[src/rtl/bcd_time_of_day_clock_with_edit_top_macros.svh]
// assertion macros shared by the time-of-day clock modules
`ifndef BCD_TIME_OF_DAY_CLOCK_WITH_EDIT_TOP_MACROS_SVH
`define BCD_TIME_OF_DAY_CLOCK_WITH_EDIT_TOP_MACROS_SVH

// same-cycle implication, checked out of reset
`define BTOD_ASSERT_NOW(lbl, ante, cons, msg) \
	lbl: assert property (@(posedge clk) disable iff (!arst_n) (ante) |-> (cons)) \
		else $error(msg);

// next-cycle implication, checked out of reset
`define BTOD_ASSERT_NEXT(lbl, ante, cons, msg) \
	lbl: assert property (@(posedge clk) disable iff (!arst_n) (ante) |=> (cons)) \
		else $error(msg);

`endif

[src/rtl/btod_pkg.sv]
// types, constants and bcd step functions for the time-of-day clock
package btod_pkg;

	localparam int TPS_W              = 16;
	localparam int PRESCALE_WIDTH_DEF = 16;
	localparam logic [TPS_W-1:0] TPS_RESET = 16'd1200;

	localparam logic [3:0] DIG_MAX   = 4'd9;
	localparam logic [3:0] TENS_MAX  = 4'd5;
	localparam logic [3:0] HT_MAX    = 4'd2;
	localparam logic [3:0] HU_AT_TOP = 4'd3;

	localparam logic [1:0] FIELD_SEC = 2'd0;
	localparam logic [1:0] FIELD_MIN = 2'd1;
	localparam logic [1:0] FIELD_HR  = 2'd2;

	typedef enum logic [3:0] {
		OP_TICK    = 4'd0,
		OP_ENTER   = 4'd1,
		OP_COARSER = 4'd2,
		OP_FINER   = 4'd3,
		OP_UP      = 4'd4,
		OP_DOWN    = 4'd5,
		OP_COMMIT  = 4'd6,
		OP_CANCEL  = 4'd7,
		OP_LOAD    = 4'd8
	} op_t;

	// index 0 second units up to index 5 hour tens
	typedef logic [5:0][3:0] digits_t;

	typedef struct packed {
		logic [3:0] op;
		logic [1:0] load_hour_tens;
		logic [3:0] load_hour_units;
		logic [2:0] load_minute_tens;
		logic [3:0] load_minute_units;
		logic [2:0] load_second_tens;
		logic [3:0] load_second_units;
	} in_item_t;

	typedef struct packed {
		logic [1:0] shown_hour_tens;
		logic [3:0] shown_hour_units;
		logic [2:0] shown_minute_tens;
		logic [3:0] shown_minute_units;
		logic [2:0] shown_second_tens;
		logic [3:0] shown_second_units;
		logic       editing;
		logic [1:0] field_selected;
		logic       load_rejected;
	} out_item_t;

	// {carry, digit}
	function automatic logic [4:0] dig_up(logic [3:0] d, logic [3:0] lim);
		if (d >= lim) begin
			return {1'b1, 4'd0};
		end
		return {1'b0, d + 4'd1};
	endfunction

	// {borrow, digit}
	function automatic logic [4:0] dig_down(logic [3:0] d, logic [3:0] lim);
		if (d == 4'd0) begin
			return {1'b1, lim};
		end
		if (d > lim) begin
			return {1'b0, lim};
		end
		return {1'b0, d - 4'd1};
	endfunction

	function automatic digits_t hours_up(digits_t t);
		logic [4:0] r;
		if (t[5] >= HT_MAX && t[4] >= HU_AT_TOP) begin
			t[4] = 4'd0;
			t[5] = 4'd0;
		end else begin
			r = dig_up(t[4], DIG_MAX);
			t[4] = r[3:0];
			if (r[4]) begin
				t[5] = {2'b00, t[5][1:0] + 2'd1};
			end
		end
		return t;
	endfunction

	function automatic digits_t hours_down(digits_t t);
		logic [4:0] r;
		if (t[5] == 4'd0 && t[4] == 4'd0) begin
			t[4] = HU_AT_TOP;
			t[5] = HT_MAX;
		end else begin
			r = dig_down(t[4], DIG_MAX);
			t[4] = r[3:0];
			if (r[4]) begin
				t[5] = {2'b00, t[5][1:0] - 2'd1};
			end
		end
		return t;
	endfunction

	function automatic digits_t time_up(digits_t t, logic [1:0] from);
		logic [4:0] r;
		logic       c;
		c = 1'b0;
		if (from == FIELD_SEC) begin
			r = dig_up(t[0], DIG_MAX);
			t[0] = r[3:0];
			if (r[4]) begin
				r = dig_up(t[1], TENS_MAX);
				t[1] = r[3:0];
				c = r[4];
			end
		end
		if (from == FIELD_MIN || c) begin
			c = 1'b0;
			r = dig_up(t[2], DIG_MAX);
			t[2] = r[3:0];
			if (r[4]) begin
				r = dig_up(t[3], TENS_MAX);
				t[3] = r[3:0];
				c = r[4];
			end
		end
		if (from == FIELD_HR || c) begin
			t = hours_up(t);
		end
		return t;
	endfunction

	function automatic digits_t time_down(digits_t t, logic [1:0] from);
		logic [4:0] r;
		logic       c;
		c = 1'b0;
		if (from == FIELD_SEC) begin
			r = dig_down(t[0], DIG_MAX);
			t[0] = r[3:0];
			if (r[4]) begin
				r = dig_down(t[1], TENS_MAX);
				t[1] = r[3:0];
				c = r[4];
			end
		end
		if (from == FIELD_MIN || c) begin
			c = 1'b0;
			r = dig_down(t[2], DIG_MAX);
			t[2] = r[3:0];
			if (r[4]) begin
				r = dig_down(t[3], TENS_MAX);
				t[3] = r[3:0];
				c = r[4];
			end
		end
		if (from == FIELD_HR || c) begin
			t = hours_down(t);
		end
		return t;
	endfunction

endpackage

[src/rtl/btod_in_if.sv]
// input item channel of the time-of-day clock
interface btod_in_if;
	logic       valid;
	logic       ready;
	logic [3:0] op;
	logic [1:0] load_hour_tens;
	logic [3:0] load_hour_units;
	logic [2:0] load_minute_tens;
	logic [3:0] load_minute_units;
	logic [2:0] load_second_tens;
	logic [3:0] load_second_units;

	modport source (
		output valid, op, load_hour_tens, load_hour_units, load_minute_tens,
			load_minute_units, load_second_tens, load_second_units,
		input ready
	);
	modport sink (
		input valid, op, load_hour_tens, load_hour_units, load_minute_tens,
			load_minute_units, load_second_tens, load_second_units,
		output ready
	);
endinterface

[src/rtl/btod_out_if.sv]
// result item channel of the time-of-day clock
interface btod_out_if;
	logic       valid;
	logic       ready;
	logic [1:0] shown_hour_tens;
	logic [3:0] shown_hour_units;
	logic [2:0] shown_minute_tens;
	logic [3:0] shown_minute_units;
	logic [2:0] shown_second_tens;
	logic [3:0] shown_second_units;
	logic       editing;
	logic [1:0] field_selected;
	logic       load_rejected;

	modport source (
		output valid, shown_hour_tens, shown_hour_units, shown_minute_tens,
			shown_minute_units, shown_second_tens, shown_second_units, editing,
			field_selected, load_rejected,
		input ready
	);
	modport sink (
		input valid, shown_hour_tens, shown_hour_units, shown_minute_tens,
			shown_minute_units, shown_second_tens, shown_second_units, editing,
			field_selected, load_rejected,
		output ready
	);
endinterface

[src/rtl/btod_core.sv]
// clock state, prescaler and per-item update logic
`include "bcd_time_of_day_clock_with_edit_top_macros.svh"

module btod_core #(
	parameter int PRESCALE_WIDTH = btod_pkg::PRESCALE_WIDTH_DEF
) (
	input  logic                       clk,
	input  logic                       arst_n,
	input  logic [btod_pkg::TPS_W-1:0] tps,
	input  logic                       fire,
	input  btod_pkg::in_item_t         item,
	output btod_pkg::out_item_t        result
);
	import btod_pkg::*;

	localparam int CMP_W = (PRESCALE_WIDTH + 1 > TPS_W) ? PRESCALE_WIDTH + 1 : TPS_W;

	digits_t                   live_q, live_d;
	digits_t                   ebuf_q, ebuf_d;
	digits_t                   shown;
	logic                      edit_q, edit_d;
	logic [1:0]                field_q, field_d;
	logic [PRESCALE_WIDTH-1:0] presc_q, presc_d;
	logic [PRESCALE_WIDTH:0]   presc_inc;
	logic                      period_done;
	logic                      load_ok;
	logic                      rejected;

	always_comb begin
		live_d   = live_q;
		ebuf_d   = ebuf_q;
		edit_d   = edit_q;
		field_d  = field_q;
		presc_d  = presc_q;
		rejected = 1'b0;

		presc_inc   = {1'b0, presc_q} + {{PRESCALE_WIDTH{1'b0}}, 1'b1};
		period_done = (CMP_W'(presc_inc) >= CMP_W'(tps)) || presc_inc[PRESCALE_WIDTH];

		load_ok = !edit_q
			&& (4'(item.load_hour_tens) <= HT_MAX)
			&& (item.load_hour_units <= DIG_MAX)
			&& ((4'(item.load_hour_tens) < HT_MAX) || (item.load_hour_units <= HU_AT_TOP))
			&& (4'(item.load_minute_tens) <= TENS_MAX)
			&& (item.load_minute_units <= DIG_MAX)
			&& (4'(item.load_second_tens) <= TENS_MAX)
			&& (item.load_second_units <= DIG_MAX);

		case (item.op)
			OP_TICK: begin
				if (!edit_q) begin
					if (period_done) begin
						presc_d = '0;
						live_d  = time_up(live_q, FIELD_SEC);
					end else begin
						presc_d = presc_inc[PRESCALE_WIDTH-1:0];
					end
				end
			end
			OP_ENTER: begin
				if (!edit_q) begin
					ebuf_d  = live_q;
					field_d = FIELD_SEC;
					edit_d  = 1'b1;
				end
			end
			OP_COARSER: begin
				if (edit_q && field_q < FIELD_HR) begin
					field_d = field_q + 2'd1;
				end
			end
			OP_FINER: begin
				if (edit_q && field_q > FIELD_SEC) begin
					field_d = field_q - 2'd1;
				end
			end
			OP_UP: begin
				if (edit_q) begin
					ebuf_d = time_up(ebuf_q, field_q);
				end
			end
			OP_DOWN: begin
				if (edit_q) begin
					ebuf_d = time_down(ebuf_q, field_q);
				end
			end
			OP_COMMIT: begin
				if (edit_q) begin
					live_d = ebuf_q;
					edit_d = 1'b0;
				end
			end
			OP_CANCEL: begin
				edit_d = 1'b0;
			end
			OP_LOAD: begin
				if (load_ok) begin
					live_d = {4'(item.load_hour_tens), item.load_hour_units,
						4'(item.load_minute_tens), item.load_minute_units,
						4'(item.load_second_tens), item.load_second_units};
				end else begin
					rejected = 1'b1;
				end
			end
			default: begin
			end
		endcase

		shown = edit_d ? ebuf_d : live_d;
		result.shown_hour_tens    = shown[5][1:0];
		result.shown_hour_units   = shown[4];
		result.shown_minute_tens  = shown[3][2:0];
		result.shown_minute_units = shown[2];
		result.shown_second_tens  = shown[1][2:0];
		result.shown_second_units = shown[0];
		result.editing            = edit_d;
		result.field_selected     = field_d;
		result.load_rejected      = rejected;
	end

	always_ff @(posedge clk or negedge arst_n) begin
		if (!arst_n) begin
			live_q  <= '0;
			ebuf_q  <= '0;
			edit_q  <= 1'b0;
			field_q <= FIELD_SEC;
			presc_q <= '0;
		end else if (fire) begin
			live_q  <= live_d;
			ebuf_q  <= ebuf_d;
			edit_q  <= edit_d;
			field_q <= field_d;
			presc_q <= presc_d;
		end
	end

	`BTOD_ASSERT_NOW(a_load_refused_in_edit, fire && item.op == OP_LOAD && edit_q, result.load_rejected, "load accepted while editing")
	`BTOD_ASSERT_NEXT(a_enter_starts_edit, fire && item.op == OP_ENTER && !edit_q, edit_q && field_q == FIELD_SEC, "enter edit did not start at seconds")
	`BTOD_ASSERT_NEXT(a_state_holds_idle, !fire, $stable(live_q) && $stable(edit_q) && $stable(presc_q), "state moved without an item")

endmodule

[src/rtl/bcd_time_of_day_clock_with_edit_top.sv]
// an accepted item is held in the input register, and its result in the result register
// throughput: one item per cycle; the input register and the result register
// each hold one item, so the input stalls only while both are full and unread
// reset: time 00:00:00, edit off, seconds selected, prescaler zero,
// ticks_per_second 1200; reset is asynchronous and leaves no clearing pass
`include "bcd_time_of_day_clock_with_edit_top_macros.svh"

module bcd_time_of_day_clock_with_edit_top #(
	parameter int PRESCALE_WIDTH = btod_pkg::PRESCALE_WIDTH_DEF
) (
	input  logic                       clk,
	input  logic                       arst_n,
	input  logic                       cfg_write,
	input  logic [btod_pkg::TPS_W-1:0] cfg_data,
	btod_in_if.sink                    in_ch,
	btod_out_if.source                 out_ch
);
	import btod_pkg::*;

	logic [TPS_W-1:0] tps_q;
	logic             valid_s1;
	in_item_t         item_s1;
	logic             out_valid_q;
	out_item_t        result_q;
	out_item_t        result_c;
	logic             advance;
	logic             fire;
	logic             in_fire;

	assign advance      = !out_valid_q || out_ch.ready;
	assign fire         = valid_s1 && advance;
	assign in_ch.ready  = !valid_s1 || advance;
	assign in_fire      = in_ch.valid && in_ch.ready;

	always_ff @(posedge clk or negedge arst_n) begin
		if (!arst_n) begin
			tps_q <= TPS_RESET;
		end else if (cfg_write) begin
			tps_q <= cfg_data;
		end
	end

	// input register
	always_ff @(posedge clk or negedge arst_n) begin
		if (!arst_n) begin
			valid_s1 <= 1'b0;
		end else if (in_ch.ready) begin
			valid_s1 <= in_ch.valid;
		end
	end

	always_ff @(posedge clk) begin
		if (in_fire) begin
			item_s1.op                <= in_ch.op;
			item_s1.load_hour_tens    <= in_ch.load_hour_tens;
			item_s1.load_hour_units   <= in_ch.load_hour_units;
			item_s1.load_minute_tens  <= in_ch.load_minute_tens;
			item_s1.load_minute_units <= in_ch.load_minute_units;
			item_s1.load_second_tens  <= in_ch.load_second_tens;
			item_s1.load_second_units <= in_ch.load_second_units;
		end
	end

	btod_core #(
		.PRESCALE_WIDTH(PRESCALE_WIDTH)
	) u_core (
		.clk    (clk),
		.arst_n (arst_n),
		.tps    (tps_q),
		.fire   (fire),
		.item   (item_s1),
		.result (result_c)
	);

	// result register
	always_ff @(posedge clk or negedge arst_n) begin
		if (!arst_n) begin
			out_valid_q <= 1'b0;
		end else if (advance) begin
			out_valid_q <= valid_s1;
		end
	end

	always_ff @(posedge clk) begin
		if (fire) begin
			result_q <= result_c;
		end
	end

	assign out_ch.valid              = out_valid_q;
	assign out_ch.shown_hour_tens    = result_q.shown_hour_tens;
	assign out_ch.shown_hour_units   = result_q.shown_hour_units;
	assign out_ch.shown_minute_tens  = result_q.shown_minute_tens;
	assign out_ch.shown_minute_units = result_q.shown_minute_units;
	assign out_ch.shown_second_tens  = result_q.shown_second_tens;
	assign out_ch.shown_second_units = result_q.shown_second_units;
	assign out_ch.editing            = result_q.editing;
	assign out_ch.field_selected     = result_q.field_selected;
	assign out_ch.load_rejected      = result_q.load_rejected;

	`BTOD_ASSERT_NEXT(a_fire_gives_result, fire, out_valid_q, "processed item produced no result")
	`BTOD_ASSERT_NEXT(a_s1_held_on_stall, valid_s1 && !fire, valid_s1 && $stable(item_s1), "stalled item lost")
	`BTOD_ASSERT_NOW(a_no_overrun, valid_s1 && out_valid_q && !out_ch.ready, !in_ch.ready, "input taken while both registers full")

endmodule

[src/flat_wrapper.sv]
// flat-port wrapper written by rule: the top's interface ports become plain ports
module bcd_time_of_day_clock_with_edit_top_flat import btod_pkg::*;
#(
	parameter int PRESCALE_WIDTH = btod_pkg::PRESCALE_WIDTH_DEF
)
  (clk, arst_n, cfg_write, cfg_data, in_ch_valid, in_ch_op, in_ch_load_hour_tens, in_ch_load_hour_units, in_ch_load_minute_tens, in_ch_load_minute_units, in_ch_load_second_tens, in_ch_load_second_units, in_ch_ready, out_ch_valid, out_ch_shown_hour_tens, out_ch_shown_hour_units, out_ch_shown_minute_tens, out_ch_shown_minute_units, out_ch_shown_second_tens, out_ch_shown_second_units, out_ch_editing, out_ch_field_selected, out_ch_load_rejected, out_ch_ready);
  btod_in_if in_ch_i ();
  btod_out_if out_ch_i ();
  input  logic clk;
  input  logic arst_n;
  input  logic cfg_write;
  input  logic [btod_pkg::TPS_W-1:0] cfg_data;
  input wire logic [$bits(in_ch_i.valid)-1:0] in_ch_valid;
  input wire logic [$bits(in_ch_i.op)-1:0] in_ch_op;
  input wire logic [$bits(in_ch_i.load_hour_tens)-1:0] in_ch_load_hour_tens;
  input wire logic [$bits(in_ch_i.load_hour_units)-1:0] in_ch_load_hour_units;
  input wire logic [$bits(in_ch_i.load_minute_tens)-1:0] in_ch_load_minute_tens;
  input wire logic [$bits(in_ch_i.load_minute_units)-1:0] in_ch_load_minute_units;
  input wire logic [$bits(in_ch_i.load_second_tens)-1:0] in_ch_load_second_tens;
  input wire logic [$bits(in_ch_i.load_second_units)-1:0] in_ch_load_second_units;
  output wire logic [$bits(in_ch_i.ready)-1:0] in_ch_ready;
  output wire logic [$bits(out_ch_i.valid)-1:0] out_ch_valid;
  output wire logic [$bits(out_ch_i.shown_hour_tens)-1:0] out_ch_shown_hour_tens;
  output wire logic [$bits(out_ch_i.shown_hour_units)-1:0] out_ch_shown_hour_units;
  output wire logic [$bits(out_ch_i.shown_minute_tens)-1:0] out_ch_shown_minute_tens;
  output wire logic [$bits(out_ch_i.shown_minute_units)-1:0] out_ch_shown_minute_units;
  output wire logic [$bits(out_ch_i.shown_second_tens)-1:0] out_ch_shown_second_tens;
  output wire logic [$bits(out_ch_i.shown_second_units)-1:0] out_ch_shown_second_units;
  output wire logic [$bits(out_ch_i.editing)-1:0] out_ch_editing;
  output wire logic [$bits(out_ch_i.field_selected)-1:0] out_ch_field_selected;
  output wire logic [$bits(out_ch_i.load_rejected)-1:0] out_ch_load_rejected;
  input wire logic [$bits(out_ch_i.ready)-1:0] out_ch_ready;
  assign in_ch_i.valid = in_ch_valid;
  assign in_ch_i.op = in_ch_op;
  assign in_ch_i.load_hour_tens = in_ch_load_hour_tens;
  assign in_ch_i.load_hour_units = in_ch_load_hour_units;
  assign in_ch_i.load_minute_tens = in_ch_load_minute_tens;
  assign in_ch_i.load_minute_units = in_ch_load_minute_units;
  assign in_ch_i.load_second_tens = in_ch_load_second_tens;
  assign in_ch_i.load_second_units = in_ch_load_second_units;
  assign in_ch_ready = in_ch_i.ready;
  assign out_ch_valid = out_ch_i.valid;
  assign out_ch_shown_hour_tens = out_ch_i.shown_hour_tens;
  assign out_ch_shown_hour_units = out_ch_i.shown_hour_units;
  assign out_ch_shown_minute_tens = out_ch_i.shown_minute_tens;
  assign out_ch_shown_minute_units = out_ch_i.shown_minute_units;
  assign out_ch_shown_second_tens = out_ch_i.shown_second_tens;
  assign out_ch_shown_second_units = out_ch_i.shown_second_units;
  assign out_ch_editing = out_ch_i.editing;
  assign out_ch_field_selected = out_ch_i.field_selected;
  assign out_ch_load_rejected = out_ch_i.load_rejected;
  assign out_ch_i.ready = out_ch_ready;
  bcd_time_of_day_clock_with_edit_top #(.PRESCALE_WIDTH(PRESCALE_WIDTH)) u_core (.clk(clk), .arst_n(arst_n), .cfg_write(cfg_write), .cfg_data(cfg_data), .in_ch(in_ch_i), .out_ch(out_ch_i));
endmodule
[config.mk]
export PLATFORM = sky130hd
export DESIGN_NAME = bcd_time_of_day_clock_with_edit_top_flat
export DESIGN_NICKNAME = d
export VERILOG_FILES = /design/src/rtl/btod_pkg.sv /design/src/rtl/btod_in_if.sv /design/src/rtl/btod_out_if.sv /design/src/rtl/btod_core.sv /design/src/rtl/bcd_time_of_day_clock_with_edit_top.sv /design/src/flat_wrapper.sv
export VERILOG_INCLUDE_DIRS = /design/src /design/src/rtl
export SDC_FILE = /design/constraint.sdc
export NUM_CORES = 1
export LEC_CHECK = 0
export BUFFER_PORTS_ARGS = -buffer_cell sky130_fd_sc_hd__clkbuf_2
export CELL_PAD_IN_SITES_DETAIL_PLACEMENT = 1
export CELL_PAD_IN_SITES_GLOBAL_PLACEMENT = 2
export CORE_MARGIN = 1
export CORE_UTILIZATION = 41
export DETAILED_ROUTE_END_ITERATION = 8
export MAX_ROUTING_LAYER = met4
export PLACE_DENSITY = 0.87
export SKIP_CTS_REPAIR_TIMING = 1
export SLEW_MARGIN = 25
export SYNTH_ARGS = -nofsm -noshare
export SYNTH_HDL_FRONTEND = slang
export SYNTH_SLANG_ARGS = --single-unit
[constraint.sdc]
create_clock -name clk -period 10.15 [get_ports clk]
set_input_delay 2.5375 -clock clk [delete_from_list [all_inputs] [get_ports clk]]
set_output_delay 2.5375 -clock clk [all_outputs]
set_load 0.03 [all_outputs]
==> results by group, run 1 <==
Drt
  • DRC viols: 0
  • ANT nets after route: 0
  • Detailed-route via count: 8727
  • TritonRoute pass-1 iters: 5
  • Vias/cell: 6.26
  • Final wirelength: 32000 µm
  • DRT iter0 DRCs: 521
  • Post-DR wirelength/cell: 22.9 µm

Power and ir drop
  • PwrDens: 216 nW/µm²
  • Pleak: 4.33 nW
  • Switching Fraction: 0.423
  • Sequential share of power: 0.368
  • Pint: 0.00131 W
  • Switch Pwr: 0.000959 W
  • Maximum vdd drop: 108 µV
  • Comb power frac: 0.342
  • Clock power frac: 0.290

Outcome
  • Outcome: finished clean

STA
  • Max-slew violations: 0
  • Worst Tran Pin Value: 969 ps
  • Final Hold Viols: 0
  • Max transition margin: 0.353
  • Max Clock Skew: 14.0 ps
  • RSZ-0062 raised after global routing: no
  • Aggregate negative setup slack: 0 ps
  • Final period util: 0.547
  • Worst setup margin: 4590 ps
  • Final Setup Violations: 0
  • Min Clock Period, post-route: 5560 ps
  • Achievable Freq: 180 MHz

Floorplan
  • I/O pin total: 71
  • Die ar.: 23400 µm²
  • Core region area: 22100 µm²
  • Num rows: 54
  • Die Span Y: 153 µm
  • Initial Util: 0.423
  • Die W: 153 µm

GRT
  • Met1 usage: 0.382
  • Total GRT Usage: 0.291
  • Met2 GRT Util: 0.458
  • Global route hottest layer: met2
  • Initial antenna violation count: 0
  • GRT Residual Overflow: 0
  • Number of global-route vias before repair: 8994
  • Largest net degree at the start of global routing: 57
  • Met3 GRT Util: 0.0397
  • First-pass GRT wire length: 51000 µm

Logic synthesis
  • EDFF count, synth: 48
  • Async S/R FF share, synth: 0.639
  • Syn nets: 1160
  • Synth top area share: 0.217
  • Seq cells post-synth: 133
  • YS warnings: 0
  • Cell Area, Synth: 9350 µm²
  • Synth cell types: 91
  • Register area share after synthesis: 0.382
  • Most common flop cell mapped by yosys: dfrtp_1
  • Synth area leaders: dfrtp_1 (22%), edfxtp_1 (15%), ha_1 (7.5%)
  • Syn_area_per_cell: 8.83 µm²
  • Synth area leader: dfrtp_1
  • Post-Syn Instances: 1059

CTS
  • CTS tree: done
  • Clk_lat worst skew: 440 ps
  • Number of H-tree levels: 4
  • Clock root buffer master: clkbuf_16
  • Clock sink count: 133
  • Worst-path clk slew: 70 ps
  • CTS buffer count: 17
  • Largest buffer count on any clock path: 2

Setup path
  • Setup crit end kind: primary output
  • Reg2Reg Depth: 13
  • Critical Path Source Type: input pin
  • CP required: 7610 ps
  • CP Class: input pin to primary output
  • Largest fanout on the critical path: 3
  • Arrival time at the worst endpoint: 3020 ps

Job
  • Max-cap violations: 0

Placed design
  • Hpwl dp: 22900 µm
  • Placed Instances: 1363
  • RePlAce Congestion: 0.913
  • Post-DP Area: 9880 µm²
  • Dpl ws: 4580 ps
  • Number of I/O port buffers: 70

Cells and area
  • Cell Count, Final, Fillers Out: 1395
  • Nets: 1203
  • Fraction of layout instances using a drive strength above 1: 0.145
  • Fillers: 2602
  • Layout area overhead: 12.1%
  • Fin area: 10500 µm²
  • # diodes: 0
  • Final Util: 0.475

Worst hold path
  • HP Class: flop to flop
  • WHS Path Cells: 1
## power groups by stage
stage | combinational (W) | sequential, W | clock, W
finish | 0.000775 | 0.000835 | 0.000657
global route | 0.000860 | 0.000848 | 0.000683
CTS | 0.000771 | 0.000830 | 0.000665
detailed placement | 0.000764 | 0.000839 | 0
global placement | 0.000745 | 0.000837 | 0
floorplan | 0.000564 | 0.000784 | 0
## synthesized netlist by cell type (all sizes together), types with 16 or more instances
library cell	n
buf	24
inv	54
a21oi	85
nor2	75
nor3	27
dfrtp	81
o21ai	117
mux2i	20
ha	56
clkbuf	37
edfxtp	48
nand3	25
nand2	123
a31oi	16
## layout make-up
| cell class | instances | area, µm² | share of cell area |
|---|---|---|---|
| inverters | 54 | 203 | 0.0193 |
| clock buffers | 17 | 425 | 0.0406 |
| clock inverters | 15 | 183 | 0.0174 |
| repair buffers | 85 | 465 | 0.0444 |
| multi-input cells | 811 | 5280 | 0.504 |
| flip-flops and latches | 133 | 3570 | 0.341 |
| well taps | 280 | 350 | 0.0334 |
## path summary, 6_finish.rpt
check / slack (ps) / startpoint / end
min: 500 / u_core.valid_s1$_DFFE_PN0N_ / u_core.out_ch.valid$_DFFE_PN0P_
max in group asynchronous: 6910 / arst_n / u_core.u_core.live_q[19]$_DFFE_PN0P_
max: 4590 / out_ch_ready / in_ch_ready
max reg2reg: 5330 / u_core.u_core.presc_q[0]$_DFFE_PN0P_ / u_core.out_ch.shown_hour_tens[0]$_DFFE_PP_
min in group asynchronous: 2060 / arst_n / u_core.tps_q[11]$_DFFE_PN0P_
min reg2reg: 500 / u_core.valid_s1$_DFFE_PN0N_ / u_core.out_ch.valid$_DFFE_PN0P_
## flip-flops by register name, summed over array words and instances, names as in the netlist, 2 cells and up, named ones only
register                          flops
u_core.u_core.live_q                 22
u_core.out_ch.shown_hour_units        4
u_core.u_core.ebuf_q                 22
u_core.tps_q                         16
u_core.out_ch.shown_minute_units      4
u_core.u_core.field_q                 2
u_core.u_core.presc_q                16
u_core.out_ch.shown_hour_tens         2
u_core.out_ch.shown_second_units      4
u_core.out_ch.field_selected          2
u_core.out_ch.shown_second_tens       3
u_core.out_ch.shown_minute_tens       3
u_core.item_s1                       24
## through the flow
step,hold slack [ps],total power [W]
after floorplan,457,0.00135
after global routing,535,0.00239
after detailed placement,502,0.00160
final,504,0.00227
after global placement,488,0.00158
after CTS,509,0.00227
## layer usage
layer / part of all wire / wire length (µm)
met5: 0 / 0
met3: 0.038 / 1210
met2: 0.47 / 15200
met4: 0.024 / 769
met1: 0.46 / 14800
## cell usage in the layout, fill, tap and decap left out, drive strengths merged, types with 8 or more instances in the layout
master,count
nand2,123
o21ai,117
clkbuf,86
a21oi,85
dfrtp,81
nor2,75
inv,65
ha,56
edfxtp,48
nor3,27
nand3,25
mux2i,20
buf,16
a31oi,16
nand2b,15
o22ai,15
a221oi,15
o31ai,12
o211ai,12
nand4,10
nor2b,9
a211oi,9
nor4,9
and2,9
xor2,8
a41oi,8
## logic make-up (layout without fill, tap and decap cells)
| family | after synthesis | in the layout | share of synthesized area |
|---|---|---|---|
| AOI/OAI and AO/OA | 377 | 377 | 0.269 |
| xor gates and xnor gates | 15 | 15 | 0.0140 |
| adders and majority gates | 56 | 56 | 0.0749 |
| buffers and inverters | 115 | 171 | 0.0538 |
| DFF | 133 | 133 | 0.382 |
| muxes | 23 | 23 | 0.0250 |
| and+or+nand+nor | 340 | 340 | 0.182 |
## critical path, stage by stage
cell and delay (ps):
clkbuf_2 80, nand3b_1 190, clkbuf_2 210
Power figures use the tool's default switching activity.
==> inputs of run 2 (changes only) <==
--- a/config.mk
+++ b/config.mk
@@ -10,10 +10,10 @@
 export CELL_PAD_IN_SITES_DETAIL_PLACEMENT = 1
 export CELL_PAD_IN_SITES_GLOBAL_PLACEMENT = 2
 export CORE_MARGIN = 1
-export CORE_UTILIZATION = 41
+export CORE_UTILIZATION = 38
 export DETAILED_ROUTE_END_ITERATION = 8
 export MAX_ROUTING_LAYER = met4
-export PLACE_DENSITY = 0.87
+export PLACE_DENSITY = 0.82
 export SKIP_CTS_REPAIR_TIMING = 1
 export SLEW_MARGIN = 25
 export SYNTH_ARGS = -nofsm -noshare
==> constraint.sdc (replaced) <==
create_clock -name clk -period 5.51 [get_ports clk]
set_input_delay 1.3775 -clock clk [delete_from_list [all_inputs] [get_ports clk]]
set_output_delay 1.3775 -clock clk [all_outputs]
set_load 0.03 [all_outputs]
==> results by group, run 2 (same netlist as run 1, synthesis figures left out) <==
Outcome
  • Outcome: finished clean

Cells and area
  • Top flop regs: u_core.item_s1 x24, u_core.u_core.ebuf_q x22, u_core.u_core.live_q x22
  • Sequential cell area: 3570 µm²
  • Largest reg by FF count: u_core.item_s1
  • # diodes: 0
  • Fillers: 2852
  • Area of the multi-input gates: 5290 µm²
  • Layout area overhead: 13.1%
  • Commonest non-fill, non-tap cell in the layout: nand2_1
  • Max reg flops: 24
  • Final Util: 0.436
  • Nets: 1208
  • Commonest non-fill, non-tap cells in the layout: nand2_1 (123), o21ai_0 (103), a21oi_1 (81)
  • Fraction of layout instances using a drive strength above 1: 0.149

CTS
  • Largest buffer count on any clock path: 2
  • Clk_lat worst skew: 450 ps
  • CTS buffer count: 17
  • Clock root buffer master: clkbuf_16
  • Number of H-tree levels: 4
  • Clock sink count: 133
  • Worst-path clk slew: 70 ps
  • CTS tree: done

STA
  • Achievable Freq: 219 MHz
  • RSZ-0062 raised after global routing: no
  • Worst Tran Pin Value: 1030 ps
  • Aggregate negative setup slack: 0 ps
  • Min Clock Period, post-route: 4570 ps
  • Max Clock Skew: 14.2 ps
  • Max transition margin: 0.302
  • Final Setup Violations: 0
  • Hold slack: 496 ps
  • Final Hold Viols: 0
  • Final period util: 0.830
  • Max-slew violations: 0

Drt
  • Post-DR wirelength/cell: 23.8 µm
  • DRC viols: 0
  • DRT iter0 DRCs: 671
  • Final wirelength: 34300 µm
  • Vias/cell: 6.14
  • ANT nets after route: 0
  • Detailed-route via count: 8866
  • TritonRoute pass-1 iters: 7

Power and ir drop
  • Switch Pwr: 0.00180 W
  • Comb power frac: 0.345
  • Maximum vdd drop: 167 µV
  • Sequential share of power: 0.365
  • Pleak: 4.35 nW
  • PwrDens: 398 nW/µm²
  • Clock power frac: 0.289
  • Power Total: 0.00421 W
  • Switching Fraction: 0.427
  • Pint: 0.00241 W

Placed design
  • Number of I/O port buffers: 70
  • RePlAce Congestion: 0.897
  • Hpwl dp: 24300 µm

Setup path
  • Top delay family on crit path: simple AND/OR/NAND/NOR gates
  • Setup crit end kind: flop
  • Crit-path max cell delay: 530 ps
  • Arrival time at the worst endpoint: 4740 ps
  • Buf+Inv Stages, Crit Path: 1
  • Critical Path Source Type: flop
  • Largest fanout on the critical path: 11
  • CP Class: flop to flop
  • Critical Path, Cell by Cell: ha_1 > nand3_1 > nor3_4 > and3_2 > xor2_1 > ha_1 > nand3_1 > o211ai_1 > a311oi_2 > and2_1 > buf_4 > o31ai_1 > nor3_1 > o221ai_1
  • Worst path slowest cell: and2_1
  • CP required: 5670 ps

Floorplan
  • I/O pin total: 71
  • Die ar.: 25200 µm²
  • Core region area: 24200 µm²
  • Initial Util: 0.386
  • Die W: 159 µm
  • Die Span Y: 159 µm
  • Num rows: 57

GRT
  • Number of global-route vias before repair: 9032
  • Initial antenna violation count: 0
  • Largest net degree at the start of global routing: 59
  • Total GRT Usage: 0.287
  • GRT Residual Overflow: 0
  • First-pass GRT wire length: 53800 µm

Worst hold path
  • HP Class: flop to flop

Job
  • Max-cap violations: 0
==> run 2: cell type report <==
| type | count | area share |
|---|---|---|
| Clock buffer | 17 | 0.0402 |
| Clock inverter | 15 | 0.0174 |
| Inverter | 54 | 0.0192 |
| Multi-Input combinational cell | 811 | 0.500 |
| Sequential cell | 133 | 0.338 |
| Tap cell | 324 | 0.0383 |
| Timing Repair Buffer | 90 | 0.0475 |
==> run 2: final timing paths <==
kind	from	end	slack [ps]	cells after the start
max	u_core.u_core.presc_q[0]$_DFFE_PN0P_	u_core.out_ch.shown_hour_tens[0]$_DFFE_PP_	940	14
min	u_core.valid_s1$_DFFE_PN0N_	u_core.out_ch.valid$_DFFE_PN0P_	500	1
max reg2reg	u_core.u_core.presc_q[0]$_DFFE_PN0P_	u_core.out_ch.shown_hour_tens[0]$_DFFE_PP_	940	14
min reg2reg	u_core.valid_s1$_DFFE_PN0N_	u_core.out_ch.valid$_DFFE_PN0P_	500	1
max in group asynchronous	arst_n	u_core.u_core.field_q[0]$_DFFE_PN0P_	3450	2
min in group asynchronous	arst_n	u_core.tps_q[14]$_DFFE_PN0P_	1040	1
==> run 2: per-layer routing <==
layer | wire length [µm] | up-vias | GRT usage
li1 | - | 4049 | -
met4 | 879 | 0 | 0.108
met2 | 16300 | 305 | 0.449
met1 | 15500 | 4453 | 0.378
met3 | 1670 | 59 | 0.0389
met5 | 0 | - | -
==> run 2: power by group through the flow <==
stage	registers, W	clock network, W	logic, W
3_3_place_gp	0.00155	0	0.00140
3_5_place_dp	0.00155	0	0.00143
2_1_floorplan	0.00144	0	0.00104
6_report	0.00154	0.00122	0.00146
5_1_grt	0.00157	0.00127	0.00161
4_1_cts	0.00153	0.00123	0.00144
==> run 2: stage by stage <==
stage | std cells | worst slack [ps] | area [µm²]
2_1_floorplan | 1059 | 1930 | 9350
3_3_place_gp | 1412 | 1220 | 9970
3_5_place_dp | 1412 | 1050 | 9970
4_1_cts | 1444 | 999 | 10600
5_1_grt | 1444 | 650 | 10600
6_report | 1444 | 936 | 10600
==> run 2: worst reg2reg max path, delay by kind of cell (launching register included) <==
family	cells	cell delay, ps
compound gates	4	970
buf+inv	1	250
fa+ha+maj	2	550
flops	1	440
xor+xnor	1	220
simple gates	6	1870
==> inputs of run 3 (changes only) <==
--- a/config.mk
+++ b/config.mk
@@ -10,10 +10,10 @@
 export CELL_PAD_IN_SITES_DETAIL_PLACEMENT = 1
 export CELL_PAD_IN_SITES_GLOBAL_PLACEMENT = 2
 export CORE_MARGIN = 1
-export CORE_UTILIZATION = 38
+export CORE_UTILIZATION = 34
 export DETAILED_ROUTE_END_ITERATION = 8
 export MAX_ROUTING_LAYER = met4
-export PLACE_DENSITY = 0.82
+export PLACE_DENSITY = 0.77
 export SKIP_CTS_REPAIR_TIMING = 1
 export SLEW_MARGIN = 25
 export SYNTH_ARGS = -nofsm -noshare
==> constraint.sdc (replaced) <==
create_clock -name clk -period 3.95 [get_ports clk]
set_input_delay 0.9875 -clock clk [delete_from_list [all_inputs] [get_ports clk]]
set_output_delay 0.9875 -clock clk [all_outputs]
set_load 0.03 [all_outputs]
==> results by group, run 3 (same netlist as run 1, synthesis figures left out) <==
Outcome
  • Outcome: finished clean

GRT
  • Total GRT Usage: 0.262
  • Number of global-route vias before repair: 9092
  • Largest net degree at the start of global routing: 59
  • Initial antenna violation count: 0
  • First-pass GRT wire length: 53900 µm
  • GRT Residual Overflow: 0

Placed design
  • Post-DP Area: 10300 µm²
  • RePlAce Congestion: 0.868
  • Placed Instances: 1471
  • Hpwl dp: 25600 µm
  • Number of I/O port buffers: 70

Cells and area
  • Fin area: 11000 µm²
  • Commonest non-fill, non-tap cell in the layout: nand2_1
  • Layout area overhead: 18.0%
  • Commonest non-fill, non-tap cells in the layout: nand2_1 (123), o21ai_0 (104), a21oi_1 (81)
  • Cell Count, Final, Fillers Out: 1508
  • Largest reg by FF count: u_core.item_s1
  • Top flop regs: u_core.item_s1 x24, u_core.u_core.ebuf_q x22, u_core.u_core.live_q x22
  • Nets: 1255
  • Fraction of layout instances using a drive strength above 1: 0.193
  • Max reg flops: 24
  • # diodes: 0

Drt
  • Detailed-route via count: 9037
  • Post-DR wirelength/cell: 23.5 µm
  • Final wirelength: 35400 µm
  • DRT iter0 DRCs: 763
  • ANT nets after route: 0
  • TritonRoute pass-1 iters: 5
  • Vias/cell: 5.99
  • DRC viols: 0

CTS
  • Number of H-tree levels: 4
  • Clock sink count: 133
  • Worst-path clk slew: 70 ps
  • CTS tree: done
  • CTS buffer count: 17
  • Largest buffer count on any clock path: 2
  • Clock root buffer master: clkbuf_16
  • Clk_lat worst skew: 440 ps

STA
  • Achievable Freq: 261 MHz
  • Max-slew violations: 0
  • Min Clock Period, post-route: 3830 ps
  • Worst Tran Pin Value: 845 ps
  • Max Clock Skew: 10.5 ps
  • Final period util: 0.970
  • Max transition margin: 0.435
  • Final Setup Violations: 0
  • Final Hold Viols: 0

Setup path
  • CP required: 4120 ps
  • Critical Path, Cell by Cell: nand4_4 > nor3_1 > buf_4 > nand2_1 > xnor2_1 > ha_1 > nand3_2 > or4_1 > a21oi_2 > buf_4 > a211oi_4 > buf_4 > o21ai_1 > nand2_1 > a221oi_1 > buf_4 > o22ai_1
  • CP Class: flop to flop
  • Worst path slowest cell: or4_1
  • Largest fanout on the critical path: 5
  • Setup crit end kind: flop
  • Top delay family on crit path: simple AND/OR/NAND/NOR gates
  • Critical Path Source Type: flop
  • Crit-path max cell delay: 550 ps
  • Cell repeated most along the worst path: buf_4
  • Arrival time at the worst endpoint: 4000 ps
  • Buf+Inv Stages, Crit Path: 4

Job
  • Max-cap violations: 0

Floorplan
  • Die Span Y: 168 µm
  • Num rows: 60
  • Die W: 168 µm
  • Core region area: 27000 µm²
  • Initial Util: 0.347
  • Die ar.: 28200 µm²
  • I/O pin total: 71

Power and ir drop
  • Maximum vdd drop: 311 µV
  • Pleak: 4.57 nW
  • PwrDens: 538 nW/µm²

Worst hold path
  • HP Class: flop to flop
run 3: changes by cell type in the layout (fill, tap and decap cells not counted), moves of 2 or more:
cell      previous run  this run
clkinv_4             1         6
inv_6                7         2
dfrtp_2              1         6
buf_4               21        66
nand3_1             25        23
dfrtp_1             80        75
run 3: path summary, 6_finish.rpt:
path	startpoint	slack [ps]	cells past startpoint	end
hold reg to reg	u_core.valid_s1$_DFFE_PN0N_	500	1	u_core.out_ch.valid$_DFFE_PN0P_
max in group asynchronous	arst_n	2640	2	u_core.tps_q[5]$_DFFE_PN1P_
setup / recovery	u_core.u_core.presc_q[7]$_DFFE_PN0P_	120	17	u_core.out_ch.shown_second_units[2]$_DFFE_PP_
setup reg to reg	u_core.u_core.presc_q[7]$_DFFE_PN0P_	120	17	u_core.out_ch.shown_second_units[2]$_DFFE_PP_
hold / removal	u_core.valid_s1$_DFFE_PN0N_	500	1	u_core.out_ch.valid$_DFFE_PN0P_
min in group asynchronous	arst_n	540	1	u_core.tps_q[0]$_DFFE_PN0P_
run 3: stage by stage:
stage	setup slack, ps	hold WS (ps)	power [W]	setup TNS (ps)	utilization
6_report	120	502	0.00593	0	0.409
5_1_grt	-7.17	541	0.00624	-7.17	0.409
4_1_cts	-81.8	511	0.00590	-81.8	0.405
3_5_place_dp	-41.0	505	0.00425	-41.0	0.383
3_3_place_gp	33.6	486	0.00421	0	0.383
2_1_floorplan	374	457	0.00346	0	-
run 3: power breakdown:
group | switching, W | leakage [nW] | internal, W
Sequential | 0.000435 | 1.51 | 0.00170
Combinational | 0.00138 | 2.78 | 0.000776
Clock | 0.000724 | 0.287 | 0.000922
run 3: layer usage:
layer | vias up | track usage | part of all wire
li1 | 4146 | - | -
met1 | 4522 | 0.344 | 0.45
met2 | 302 | 0.409 | 0.47
met3 | 67 | 0.0367 | 0.047
met4 | 0 | 0.0989 | 0.026
met5 | - | - | 0
run 3: area by class of cell:
type,instances,area (µm²)
Fill cell,3147,15900
Multi-Input combinational cell,812,5370
Sequential cell,133,3580
Timing Repair Buffer,136,861
Clock buffer,18,450
Tap cell,341,427
Inverter,54,203
Clock inverter,14,144
